## config.mk

```make
export PLATFORM = sky130hd
export DESIGN_NAME = bresenham_line_rasterizer_unit
export DESIGN_NICKNAME = d
export VERILOG_FILES = /design/src/blr_pkg.sv /design/src/blr_line_setup.sv /design/src/blr_step.sv /design/src/blr_out_skid.sv /design/src/bresenham_line_rasterizer_unit.sv
export SDC_FILE = /design/constraint.sdc
export NUM_CORES = 1
export LEC_CHECK = 0
export BUFFER_PORTS_ARGS = -buffer_cell sky130_fd_sc_hd__buf_4
export CORE_MARGIN = 5
export CORE_UTILIZATION = 53
export DETAILED_ROUTE_END_ITERATION = 7
export PLACE_DENSITY = 0.74
export REMOVE_ABC_BUFFERS = 1
export SLEW_MARGIN = 0
export SYNTH_ARGS = -nofsm -noshare
export SYNTH_HDL_FRONTEND = slang
export SYNTH_HIERARCHICAL = 1
export SYNTH_SLANG_ARGS = --single-unit
```

## constraint.sdc

```tcl
create_clock -name clock -period 12.7 [get_ports clock]
set_input_delay 2.54 -clock clock [delete_from_list [all_inputs] [get_ports clock]]
set_output_delay 2.54 -clock clock [all_outputs]
set_load 0.05 [all_outputs]
```

## src/blr_pkg.sv

```systemverilog
// Package for the line rasterizer: shared constants, codes and the line flag struct.
// No dependencies; imported by every module of the block.
package blr_pkg;

   localparam int COORD_BITS_DEF   = 12;
   localparam int OFFSET_BITS      = 28;
   localparam int COLOR_BITS       = 32;
   localparam int STRIDE_BITS      = 16;
   localparam int BPP_BITS         = 4;
   localparam int CSR_INDEX_BITS   = 2;
   localparam int CSR_DATA_BITS    = 32;

   // reset values of the control registers
   localparam logic [STRIDE_BITS-1:0] STRIDE_RESET = 16'd2400;
   localparam logic [BPP_BITS-1:0]    BPP_RESET    = 4'd4;
   localparam logic [COLOR_BITS-1:0]  COLOR_RESET  = 32'h00f4c0ff;

   // register indexes on the csr port
   localparam logic [CSR_INDEX_BITS-1:0] CSR_ROW_STRIDE = 2'd0;
   localparam logic [CSR_INDEX_BITS-1:0] CSR_BPP        = 2'd1;
   localparam logic [CSR_INDEX_BITS-1:0] CSR_COLOR      = 2'd2;

   // request action codes
   localparam logic ACTION_LOAD = 1'b0;
   localparam logic ACTION_STEP = 1'b1;

   typedef struct packed {
      logic active;      // a line is being drawn
      logic steep;       // y is the major axis
      logic minor_neg;   // minor coordinate counts down
   } line_flags_type;

endpackage

```

## src/blr_line_setup.sv

```systemverilog
// Line setup: endpoint ordering, octant choice, error term and increments.
// Depends on blr_pkg.
module blr_line_setup #(
   parameter int COORD_BITS = blr_pkg::COORD_BITS_DEF
) (
   input  logic [COORD_BITS-1:0]        start_x,
   input  logic [COORD_BITS-1:0]        start_y,
   input  logic [COORD_BITS-1:0]        end_x,
   input  logic [COORD_BITS-1:0]        end_y,
   output blr_pkg::line_flags_type      flags,
   output logic [COORD_BITS-1:0]        first_x,
   output logic [COORD_BITS-1:0]        first_y,
   output logic [COORD_BITS-1:0]        major_end,
   output logic signed [COORD_BITS+3:0] error_init,
   output logic signed [COORD_BITS+1:0] inc_pos,
   output logic signed [COORD_BITS+1:0] inc_neg
);
   import blr_pkg::*;

   localparam int DW = COORD_BITS + 1;
   localparam int EW = COORD_BITS + 4;
   localparam int IW = COORD_BITS + 2;

   logic signed [DW-1:0]   dx, dy, adx, ady, major, minor, minor_abs;
   logic                   steep, swap;
   logic [COORD_BITS-1:0]  x0, y0, x1, y1;

   always_comb begin
      dx    = $signed({1'b0, end_x}) - $signed({1'b0, start_x});
      dy    = $signed({1'b0, end_y}) - $signed({1'b0, start_y});
      adx   = dx[DW-1] ? -dx : dx;
      ady   = dy[DW-1] ? -dy : dy;
      steep = !(ady < adx);
      swap  = steep ? (start_y > end_y) : (start_x > end_x);
      x0    = swap ? end_x   : start_x;
      y0    = swap ? end_y   : start_y;
      x1    = swap ? start_x : end_x;
      y1    = swap ? start_y : end_y;
      if (steep) begin
         major = $signed({1'b0, y1}) - $signed({1'b0, y0});
         minor = $signed({1'b0, x1}) - $signed({1'b0, x0});
      end else begin
         major = $signed({1'b0, x1}) - $signed({1'b0, x0});
         minor = $signed({1'b0, y1}) - $signed({1'b0, y0});
      end
      minor_abs = minor[DW-1] ? -minor : minor;

      flags.active    = (major != '0);
      flags.steep     = steep;
      flags.minor_neg = minor[DW-1];
      first_x    = x0;
      first_y    = y0;
      major_end  = steep ? y1 : x1;
      error_init = (EW'(minor_abs) <<< 1) - EW'(major);
      inc_pos    = (IW'(minor_abs) - IW'(major)) <<< 1;
      inc_neg    = IW'(minor_abs) <<< 1;
   end

endmodule

```

## src/blr_step.sv

```systemverilog
// Pixel step: emits the current pixel and its byte offset, advances the error term.
// Depends on blr_pkg.
module blr_step #(
   parameter int COORD_BITS = blr_pkg::COORD_BITS_DEF
) (
   input  blr_pkg::line_flags_type                flags,
   input  logic [COORD_BITS-1:0]                  cur_x,
   input  logic [COORD_BITS-1:0]                  cur_y,
   input  logic [COORD_BITS-1:0]                  major_end,
   input  logic signed [COORD_BITS+3:0]           error_term,
   input  logic signed [COORD_BITS+1:0]           inc_pos,
   input  logic signed [COORD_BITS+1:0]           inc_neg,
   input  logic [blr_pkg::STRIDE_BITS-1:0]        row_stride,
   input  logic [blr_pkg::BPP_BITS-1:0]           bpp,
   output logic [COORD_BITS-1:0]                  next_x,
   output logic [COORD_BITS-1:0]                  next_y,
   output logic signed [COORD_BITS+3:0]           next_error,
   output logic                                   last,
   output logic [blr_pkg::OFFSET_BITS-1:0]        byte_offset
);
   import blr_pkg::*;

   localparam int EW = COORD_BITS + 4;
   localparam int PW = (COORD_BITS + STRIDE_BITS > OFFSET_BITS) ?
                       COORD_BITS + STRIDE_BITS : OFFSET_BITS;

   logic                   err_pos;
   logic [COORD_BITS-1:0]  minor_src, minor_mv, minor_nxt, major_nxt;
   logic [PW-1:0]          row_part, col_part;

   always_comb begin
      err_pos   = !error_term[EW-1] && (error_term != '0);
      minor_src = flags.steep ? cur_x : cur_y;
      minor_mv  = flags.minor_neg ? minor_src - COORD_BITS'(1) : minor_src + COORD_BITS'(1);
      minor_nxt = err_pos ? minor_mv : minor_src;
      major_nxt = (flags.steep ? cur_y : cur_x) + COORD_BITS'(1);
      next_x    = flags.steep ? minor_nxt : major_nxt;
      next_y    = flags.steep ? major_nxt : minor_nxt;
      next_error = error_term + (err_pos ? EW'(inc_pos) : EW'(inc_neg));
      last      = (major_nxt == major_end);

      // offset wraps at 2^28
      row_part    = PW'(cur_y) * PW'(row_stride);
      col_part    = PW'(cur_x) * PW'(bpp);
      byte_offset = OFFSET_BITS'(row_part + col_part);
   end

endmodule

```

## src/blr_out_skid.sv

```systemverilog
// Two-entry result buffer: output register plus skid register.
// Depends on blr_pkg.
module blr_out_skid #(
   parameter int DATA_BITS = 8
) (
   input  logic                 clock,
   input  logic                 reset,
   input  logic                 in_valid,
   input  logic [DATA_BITS-1:0] in_data,
   output logic                 full,
   output logic                 out_valid,
   input  logic                 out_stall,
   output logic [DATA_BITS-1:0] out_data
);
   import blr_pkg::*;

   logic                 out_valid_ff, out_valid_in;
   logic                 skid_valid_ff, skid_valid_in;
   logic [DATA_BITS-1:0] out_data_ff, out_data_in;
   logic [DATA_BITS-1:0] skid_data_ff, skid_data_in;
   logic                 out_free;

   always_comb begin
      out_free      = !out_valid_ff || !out_stall;
      out_valid_in  = out_valid_ff;
      out_data_in   = out_data_ff;
      skid_valid_in = skid_valid_ff;
      skid_data_in  = skid_data_ff;
      if (out_free) begin
         if (skid_valid_ff) begin
            out_valid_in  = 1'b1;
            out_data_in   = skid_data_ff;
            skid_valid_in = 1'b0;
         end else begin
            out_valid_in = in_valid;
            out_data_in  = in_data;
         end
      end else if (in_valid) begin
         skid_valid_in = 1'b1;
         skid_data_in  = in_data;
      end
   end

   always_ff @(posedge clock) begin
      if (reset) begin
         out_valid_ff  <= 1'b0;
         skid_valid_ff <= 1'b0;
      end else begin
         out_valid_ff  <= out_valid_in;
         skid_valid_ff <= skid_valid_in;
      end
   end

   always_ff @(posedge clock) begin
      out_data_ff  <= out_data_in;
      skid_data_ff <= skid_data_in;
   end

   assign full      = skid_valid_ff;
   assign out_valid = out_valid_ff;
   assign out_data  = out_data_ff;

endmodule

```

## src/bresenham_line_rasterizer_unit.sv

```systemverilog
// Top level of the Bresenham line rasterizer: line state, control registers, result buffer.
// Depends on blr_pkg, blr_line_setup, blr_step and blr_out_skid.
//
//  channel | dir | handshake              | payload
//  --------+-----+------------------------+------------------------------------------
//  req     | in  | req_valid / req_stall  | action, start_x, start_y, end_x, end_y
//  rsp     | out | rsp_valid / rsp_stall  | pixel_x, pixel_y, byte_offset, color, last
//  csr     | in  | csr_valid / csr_ready  | csr_index, csr_wdata (write only)
//
// One request word per clock while req_stall is low. A load word sets up the line in the
// cycle it is taken and gives no response; a step word's pixel is registered into the
// result buffer. The rate is set by the combinational error term / coordinate update.
// Reset (synchronous, active high) drops any line and restores the register defaults.
// Stalls: results sit in a two-entry buffer; req_stall rises only once both entries hold
// a word, so a step is still taken while one finished pixel waits on rsp_stall.
module bresenham_line_rasterizer_unit #(
   parameter int COORD_BITS = blr_pkg::COORD_BITS_DEF
) (
   input  logic                                clock,
   input  logic                                reset,
   // request
   input  logic                                req_valid,
   output logic                                req_stall,
   input  logic                                req_action,
   input  logic [COORD_BITS-1:0]               req_start_x,
   input  logic [COORD_BITS-1:0]               req_start_y,
   input  logic [COORD_BITS-1:0]               req_end_x,
   input  logic [COORD_BITS-1:0]               req_end_y,
   // response
   output logic                                rsp_valid,
   input  logic                                rsp_stall,
   output logic [COORD_BITS-1:0]               rsp_pixel_x,
   output logic [COORD_BITS-1:0]               rsp_pixel_y,
   output logic [blr_pkg::OFFSET_BITS-1:0]     rsp_byte_offset,
   output logic [blr_pkg::COLOR_BITS-1:0]      rsp_color,
   output logic                                rsp_last,
   // control register writes
   input  logic                                csr_valid,
   output logic                                csr_ready,
   input  logic [blr_pkg::CSR_INDEX_BITS-1:0]  csr_index,
   input  logic [blr_pkg::CSR_DATA_BITS-1:0]   csr_wdata
);
   import blr_pkg::*;

   localparam int EW = COORD_BITS + 4;   // error term
   localparam int IW = COORD_BITS + 2;   // increments
   localparam int RW = 2 * COORD_BITS + OFFSET_BITS + COLOR_BITS + 1;

   // control registers
   logic [STRIDE_BITS-1:0] row_stride_ff, row_stride_in;
   logic [BPP_BITS-1:0]    bpp_ff, bpp_in;
   logic [COLOR_BITS-1:0]  color_ff, color_in;

   // line state
   line_flags_type         flags_ff, flags_in;
   logic [COORD_BITS-1:0]  cur_x_ff, cur_x_in;
   logic [COORD_BITS-1:0]  cur_y_ff, cur_y_in;
   logic [COORD_BITS-1:0]  major_end_ff, major_end_in;
   logic signed [EW-1:0]   error_ff, error_in;
   logic signed [IW-1:0]   inc_pos_ff, inc_pos_in;
   logic signed [IW-1:0]   inc_neg_ff, inc_neg_in;

   // setup outputs
   line_flags_type         ld_flags;
   logic [COORD_BITS-1:0]  ld_x, ld_y, ld_major_end;
   logic signed [EW-1:0]   ld_error;
   logic signed [IW-1:0]   ld_inc_pos, ld_inc_neg;

   // step outputs
   logic [COORD_BITS-1:0]  st_x, st_y;
   logic signed [EW-1:0]   st_error;
   logic                   st_last;
   logic [OFFSET_BITS-1:0] st_offset;

   logic                   req_take, do_load, do_step, rsp_push;
   logic [RW-1:0]          rsp_word, rsp_data;

   blr_line_setup #(.COORD_BITS(COORD_BITS)) u_setup (
      .start_x    (req_start_x),
      .start_y    (req_start_y),
      .end_x      (req_end_x),
      .end_y      (req_end_y),
      .flags      (ld_flags),
      .first_x    (ld_x),
      .first_y    (ld_y),
      .major_end  (ld_major_end),
      .error_init (ld_error),
      .inc_pos    (ld_inc_pos),
      .inc_neg    (ld_inc_neg)
   );

   blr_step #(.COORD_BITS(COORD_BITS)) u_step (
      .flags       (flags_ff),
      .cur_x       (cur_x_ff),
      .cur_y       (cur_y_ff),
      .major_end   (major_end_ff),
      .error_term  (error_ff),
      .inc_pos     (inc_pos_ff),
      .inc_neg     (inc_neg_ff),
      .row_stride  (row_stride_ff),
      .bpp         (bpp_ff),
      .next_x      (st_x),
      .next_y      (st_y),
      .next_error  (st_error),
      .last        (st_last),
      .byte_offset (st_offset)
   );

   // request decode; a step on an idle line is taken and dropped
   always_comb begin
      req_take = req_valid && !req_stall;
      do_load  = req_take && (req_action == ACTION_LOAD);
      do_step  = req_take && (req_action == ACTION_STEP) && flags_ff.active;
      rsp_push = do_step;
      rsp_word = {cur_x_ff, cur_y_ff, st_offset, color_ff, st_last};
   end

   // next line state
   always_comb begin
      flags_in     = flags_ff;
      cur_x_in     = cur_x_ff;
      cur_y_in     = cur_y_ff;
      major_end_in = major_end_ff;
      error_in     = error_ff;
      inc_pos_in   = inc_pos_ff;
      inc_neg_in   = inc_neg_ff;
      if (do_load) begin
         flags_in     = ld_flags;
         cur_x_in     = ld_x;
         cur_y_in     = ld_y;
         major_end_in = ld_major_end;
         error_in     = ld_error;
         inc_pos_in   = ld_inc_pos;
         inc_neg_in   = ld_inc_neg;
      end else if (do_step) begin
         cur_x_in        = st_x;
         cur_y_in        = st_y;
         error_in        = st_error;
         flags_in.active = !st_last;
      end
   end

   // register writes; unknown index ignored
   always_comb begin
      row_stride_in = row_stride_ff;
      bpp_in        = bpp_ff;
      color_in      = color_ff;
      if (csr_valid && csr_ready) begin
         unique case (csr_index)
            CSR_ROW_STRIDE: row_stride_in = csr_wdata[STRIDE_BITS-1:0];
            CSR_BPP:        bpp_in        = csr_wdata[BPP_BITS-1:0];
            CSR_COLOR:      color_in      = csr_wdata[COLOR_BITS-1:0];
            default:        ;
         endcase
      end
   end

   always_ff @(posedge clock) begin
      if (reset) begin
         flags_ff      <= '0;
         cur_x_ff      <= '0;
         cur_y_ff      <= '0;
         major_end_ff  <= '0;
         error_ff      <= '0;
         inc_pos_ff    <= '0;
         inc_neg_ff    <= '0;
         row_stride_ff <= STRIDE_RESET;
         bpp_ff        <= BPP_RESET;
         color_ff      <= COLOR_RESET;
      end else begin
         flags_ff      <= flags_in;
         cur_x_ff      <= cur_x_in;
         cur_y_ff      <= cur_y_in;
         major_end_ff  <= major_end_in;
         error_ff      <= error_in;
         inc_pos_ff    <= inc_pos_in;
         inc_neg_ff    <= inc_neg_in;
         row_stride_ff <= row_stride_in;
         bpp_ff        <= bpp_in;
         color_ff      <= color_in;
      end
   end

   blr_out_skid #(.DATA_BITS(RW)) u_out (
      .clock     (clock),
      .reset     (reset),
      .in_valid  (rsp_push),
      .in_data   (rsp_word),
      .full      (req_stall),
      .out_valid (rsp_valid),
      .out_stall (rsp_stall),
      .out_data  (rsp_data)
   );

   assign csr_ready = 1'b1;
   assign {rsp_pixel_x, rsp_pixel_y, rsp_byte_offset, rsp_color, rsp_last} = rsp_data;

   // skid entry never holds a word ahead of the output register
   a_skid_behind_out: assert property (@(posedge clock) disable iff (reset)
      req_stall |-> rsp_valid)
      else $error("skid holds a word while rsp is empty");

   // pixel pushed into a held output must fill the skid and block requests
   a_push_on_hold: assert property (@(posedge clock) disable iff (reset)
      (rsp_valid && rsp_stall && rsp_push) |=> req_stall)
      else $error("pixel pushed on held output but request side not stalled");

   // final pixel ends the line
   a_last_ends_line: assert property (@(posedge clock) disable iff (reset)
      (do_step && st_last) |=> !flags_ff.active)
      else $error("line still active after its last pixel");

   // zero-length line never becomes active
   a_zero_length: assert property (@(posedge clock) disable iff (reset)
      (do_load && (req_start_x == req_end_x) && (req_start_y == req_end_y))
      |=> !flags_ff.active)
      else $error("zero-length line left active");

endmodule

```

==> results.tsv, run 1 <==
metric	value	unit
CP dominant cell by count	a21oi_1	
xor and xnor fraction of the mapped netlist area	0.0469	
vias	23608	
Clock Skews	32.1	ps
post-route ant nets	0	
Hold Fails Final Rpt	0	
Total GRT Usage	0.267	
P&R area growth vs syn	9.45	%
Synth Area in Compound Gates	0.149	
Post-Route Setup TNS	0	ps
Yosys warnings	6	
Pins Over Slew Limit	0	
vias in the first global route	23765	
Initial DRT Pass Iterations	5	
clock tree buffer depth	3	
number of fill cells	4635	
critical path's largest stage delay	680	ps
largest cells by area after synthesis	edfxtp_1, fa_1, dfxtp_1, ha_1, nand2_1	
Synth cell types	108	
ant diodes	0	
I/O Buffers	174	
post-synthesis adder-cell area fraction	0.216	
GPL Wtd Cong	0.993	
total core area	54000	µm²
run status	finished, final reports clean	
Post-Route WL	82.5	mm
Hold Path Depth	0	
CTS tree	built	
main combinational cell family by area after synthesis	adder cells	
Chip Width	244	µm
max-cap viol count	0	
Relative slew margins	0.285	
Worst Hold Class	reg -> reg	
post-cts hold buffer count	0	
Layout Nets	3737	
fraction of layout instances using a drive strength above 1	0.143	
Pwr Density	214	nW/µm²
area share of the largest cell type after synthesis	0.176	
Finished Layout Cells	3987	
Mapped Area	29000	µm²
count of flip-flops with a built-in enable after synthesis	170	
RSZ-0062 raised after global routing	false	
R2R depth	20	
Avg Cell Area, Syn	9.06	µm²
# placed instances	3927	
Async SR Flop Fraction	0	
Final Power	6.80	mW
Max Clk Rate	83.9	MHz
GRT overflow	0	
CTS Buf Count	31	
Worst Path Max Fanout	13	
fin crit period	11920	ps
Leak Pwr	14.3	nW
htree depth	1	
cell taking the most area after synthesis	edfxtp_1	
Final setup viols	0	
critical path class	in -> reg	
initial antenna violation count	0	
Core Rows	85	
Clock Latency Late Sink	610	ps
Slew @ Worst Pin	1070	ps
CTS Sinks	307	
CP max-delay cell	or4b_2	
wire per inst	20.7	µm
Top FF cell, synth	edfxtp_1	
final core occ	0.587	
Final Cycle Share	0.938	
Synth Register Bits	307	
largest net degree at the start of global routing	91	
sequential area share after synthesis	0.271	
Syn Inst Count	3199	
Worst Path Arrival	12410	ps
Starting Density	0.536	
commonest non-fill, non-tap cell in the layout	nand2_1	
first-pass GRT wire length	129	mm
mux contribution to synthesized area	0.0703	
Worst Setup End Kind	flip-flop	
maximum VDD drop	247	µV
crit start category	primary input	
Fin Hold WS	454	ps
HPWL after DPL	63.5	mm
die height	244	µm
most frequent cells in the layout	nand2_1, inv_1, a21oi_1	
Worst EP required	13190	ps
I/O pin count	176	
Clock Root Buffer	clkbuf_16	
die area	59400	µm²
DRC viols	0	
1st-iter DRT viols	1912	
Via density	5.92	
Simple-Gate Fraction of Synth Area	0.173	
Clk pin slew, worst setup/hold paths	70	ps
metrics by stage:
step / worst slack (ps) / cell area (µm²)
2_1_floorplan: -777 / 28000
3_3_place_gp: 393 / 30600
3_5_place_dp: 180 / 30600
4_1_cts: 751 / 31700
5_1_grt: 34.8 / 31700
6_report: 782 / 31700
state kept, by name, indices dropped and copies added (netlist names):
signal	cells
bpp_ff	4
inc_pos_ff	14
color_ff	32
major_end_ff	12
u_out/out_valid	1
inc_neg_ff	14
u_out/skid_data_ff	85
cur_y_ff	12
u_out/full	1
error_ff	16
u_out/out_data	85
cur_x_ff	12
row_stride_ff	16
flags_ff	3
worst max-delay path, delay by kind of cell:
family / cells / cell delay (ps)
compound gates: 28 / 5260
simple gates: 11 / 1990
fa+ha+maj: 5 / 1340
mux: 3 / 730
buf+inv: 5 / 550
layout make-up:
cell class | instances | area (µm²) | share of cell area
flip-flops and latches | 307 | 7850 | 0.248
well taps | 696 | 871 | 0.0275
repair buffers | 226 | 1710 | 0.0539
inverters | 305 | 1140 | 0.0361
clock inverters | 21 | 219 | 0.00691
multi-input cells | 2395 | 19000 | 0.600
clock buffers | 37 | 871 | 0.0275
cells in the mapped netlist (all sizes together) (58+ instances only):
cell,instances
nand2,501
inv,305
a21oi,235
fa,192
ha,191
edfxtp,170
dfxtp,137
and2,135
nor2,131
clkbuf,119
o21ai,109
mux2,100
xnor2,95
buf,74
mux2i,73
a211oi,64
xor2,58
worst paths after layout:
path | slack (ps) | from | endpoint
min | 450 | color_ff[11] | u_out/skid_data_ff[12]
max | 780 | req_end_x[0] | error_ff[15]
min reg2reg | 450 | color_ff[11] | u_out/skid_data_ff[12]
max reg2reg | 5560 | cur_y_ff[8] | u_out/out_data[55]
power by group:
group          total, mW  internal, mW  switching, mW
registers           1.30          1.20          0.105
logic               4.52          1.84           2.68
clock network      0.969         0.556          0.413
cells by family after synthesis:
group                      after synthesis
and+or+nand+nor                       1044
xor gates and xnor gates               153
muxes                                  173
other                                    2
AOI/OAI and AO/OA                      636
adders and majority gates              386
buffers and inverters                  498
DFF                                    307
layer usage:
metal	up-vias	wire, µm	global-route usage
met2	828	40400	0.464
li1	11037	-	-
met3	179	4330	0.0286
met4	0	3630	0.104
met5	-	0	0
met1	11564	34100	0.344
what timing repair did:
action | CTS | global route
setup buffers | 0 | 2
gates resized for setup | 0 | 1
endpoints found under the setup margin | 0 | 2
(Power assumes the default switching activity.)
==> run 2, diff against run 1 <==
==> constraint.sdc (replaced) <==
create_clock -name clock -period 12.7 [get_ports clock]
set_input_delay 0.635 -clock clock [delete_from_list [all_inputs] [get_ports clock]]
set_output_delay 0.635 -clock clock [all_outputs]
set_load 0.05 [all_outputs]
==> run 2 against run 1 <==
Net effect: die area is the same; register-to-register slack worse by 30 ps; highest routed layer unchanged; maximum frequency rose by 9.1%; wire length rose by 1.5%; count of clock-buffer cells in the layout is 1 higher; first-iteration DRC count decreased by 4.0%; combinational power is 2% lower; clock skew fell by 14 ps; core utilization shrank 0.22 points; sequential power barely moved.
==> results.tsv, run 2 (synthesized netlist as in run 1, its figures left out) <==
metric	value	unit	change
Chip Width	244	µm	unchanged
Worst Path Max Fanout	13		unchanged
largest net degree at the start of global routing	96		+5.5%
crit start category	primary input		
first-pass GRT wire length	130	mm	+0.72%
net switching power figure	3.18	mW	-0.56%
worst reg2reg setup slack	5530	ps	-30 ps
Leak Pwr	14.2	nW	-0.67%
multi-input logic area	19000	µm²	unchanged
CTS Sinks	307		unchanged
clock tree buffer depth	3		unchanged
post-CTS setup buffer count	0		unchanged
met1 GRT Util	0.343		-0.000983
fraction of layout instances using a drive strength above 1	0.137		-0.00589
Flop pwr share	0.192		about the same
1st-iter DRT viols	1836		-4.0%
max-cap viol count	0		unchanged
maximum VDD drop	228	µV	-7.8%
commonest non-fill, non-tap cell in the layout	nand2_1		
post-route ant nets	0		unchanged
number of fill cells	4654		+0.41%
vias in the first global route	23604		-0.68%
Clock Latency Late Sink	550	ps	-60 ps
critical path's largest stage delay	680	ps	about the same
terminus of the critical flop-to-flop path	u_out/out_data[59]		
Clk pin slew, worst setup/hold paths	60	ps	about the same
Worst Hold Class	in -> reg		
Worst Setup End Kind	flip-flop		
CTS tree	built		
Finished Layout Cells	3968		-0.48%
post-cts hold buffer count	0		unchanged
Sw Ratio	0.469		-0.00159
Starting Density	0.536		unchanged
die height	244	µm	unchanged
Max Clk Rate	91.5	MHz	+9.1%
GR Layer Usage met2	0.472		+0.00832
GRT overflow	0		unchanged
# resized after CTS	0		unchanged
Min-Delay Startpoint	csr_wdata[22]		
Clock Root Buffer	clkbuf_16		
CP dominant cell by count	a21o_1		
wire per inst	21.1	µm	+2.0%
Layout Nets	3717		-0.54%
Via density	5.98		+1.1%
R2R depth	20		unchanged
P&R area growth vs syn	9.05	%	
clock power share	0.153		+0.010
fin crit period	10920	ps	-994 ps
run status	finished, final reports clean		
vias	23743		+0.57%
grt peak-use layer	met2		
Core Rows	85		unchanged
Post-Route WL	83.8	mm	+1.5%
I/O Buffers	174		unchanged
Pwr Density	215	nW/µm²	+0.15%
Clock Skews	17.7	ps	-14.4 ps
htree depth	2		+1
Relative slew margins	0.237		-0.0476
ant diodes	0		unchanged
Final Cycle Share	0.860		-0.0782
Logic pwr share	0.655		-0.011
Final setup viols	0		unchanged
DRC viols	0		unchanged
initial antenna violation count	0		unchanged
# placed instances	3906		-0.53%
most frequent cells in the layout	nand2_1, inv_1, a21oi_1		
worst flop-to-flop path startpoint	cur_y_ff[8]		
Slew @ Worst Pin	1140	ps	+71.4 ps
GPL Wtd Cong	0.966		-2.7%
Initial DRT Pass Iterations	7		+2
Total GRT Usage	0.272		+0.00459
Register Area	7850	µm²	unchanged
CTS Buf Count	34		+9.7%
P_int	3.60	mW	about the same
hold path endpoint	color_ff[22]		
total core area	54000	µm²	unchanged
met3 Usage GRT	0.0369		+0.00833
I/O pin count	176		unchanged
die area	59400	µm²	unchanged
Worst Path Arrival	11380	ps	-1030 ps
CP max-delay cell	or4b_2		
Hold Path Depth	3		+3
Pins Over Slew Limit	0		unchanged
critical path class	in -> reg		
RSZ-0062 raised after global routing	false		
HPWL after DPL	63.6	mm	about the same
Post-Route Setup TNS	0	ps	unchanged
Hold Fails Final Rpt	0		unchanged
Worst EP required	13160	ps	-30 ps
run 2: metrics by stage:
| stage | utilization | total power [mW] | instance area (µm²) | setup WS [ps] | hold slack, ps |
|---|---|---|---|---|---|
| 6_report | 0.585 | 6.78 | 31600 | 1780 | 313 |
| 5_1_grt | 0.585 | 7.28 | 31600 | 927 | 299 |
| 4_1_cts | 0.585 | 6.76 | 31600 | 1930 | 289 |
| 3_5_place_dp | 0.563 | 5.70 | 30400 | 1450 | 442 |
| 3_3_place_gp | 0.563 | 5.61 | 30400 | 1620 | 434 |
| 2_1_floorplan | - | 4.62 | 28000 | 1130 | 426 |
run 2: worst max path at each step:
stage / startpoint / slack (ps) / depth (start not counted) / to
3_5_place_dp: req_start_x[3] / 1450 / 48 / error_ff[15]
5_1_grt: req_start_x[1] / 930 / 48 / error_ff[15]
2_1_floorplan: req_start_x[2] / 1130 / 47 / inc_pos_ff[12]
4_1_cts: req_start_x[3] / 1930 / 48 / error_ff[15]
6_report: req_start_x[3] / 1780 / 48 / error_ff[15]
3_3_place_gp: req_start_x[3] / 1620 / 45 / error_ff[14]
run 2: power groups by stage:
stage | registers, mW | clock network [mW] | logic (mW)
6_report | 1.30 | 1.04 | 4.44
5_1_grt | 1.32 | 1.10 | 4.86
4_1_cts | 1.30 | 1.05 | 4.40
3_5_place_dp | 1.32 | 0 | 4.37
3_3_place_gp | 1.32 | 0 | 4.30
2_1_floorplan | 1.46 | 0 | 3.16
run 2: final cells by class:
| class | instances | share of cell area |
|---|---|---|
| Multi-Input combinational cell | 2395 | 0.603 |
| Sequential cell | 307 | 0.249 |
| Timing Repair Buffer | 203 | 0.0482 |
| Inverter | 305 | 0.0362 |
| Clock buffer | 38 | 0.0281 |
| Tap cell | 696 | 0.0276 |
| Clock inverter | 24 | 0.00859 |
run 2: routing by layer:
layer,vias up,routed length (µm),share of wire
met3,178,4980,0.059
met2,920,41200,0.49
met1,11638,33900,0.40
met4,0,3670,0.044
li1,11007,-,-
met5,-,0,0
run 2: worst max-delay path, delay by kind of cell:
| family | cells | cell delay (ps) |
|---|---|---|
| AO/OA/AOI/OAI | 27 | 5840 |
| buffers and inverters | 4 | 550 |
| multiplexers | 4 | 1130 |
| AND/OR/NAND/NOR | 9 | 1810 |
| adder cells (fa/ha/maj) | 4 | 1420 |
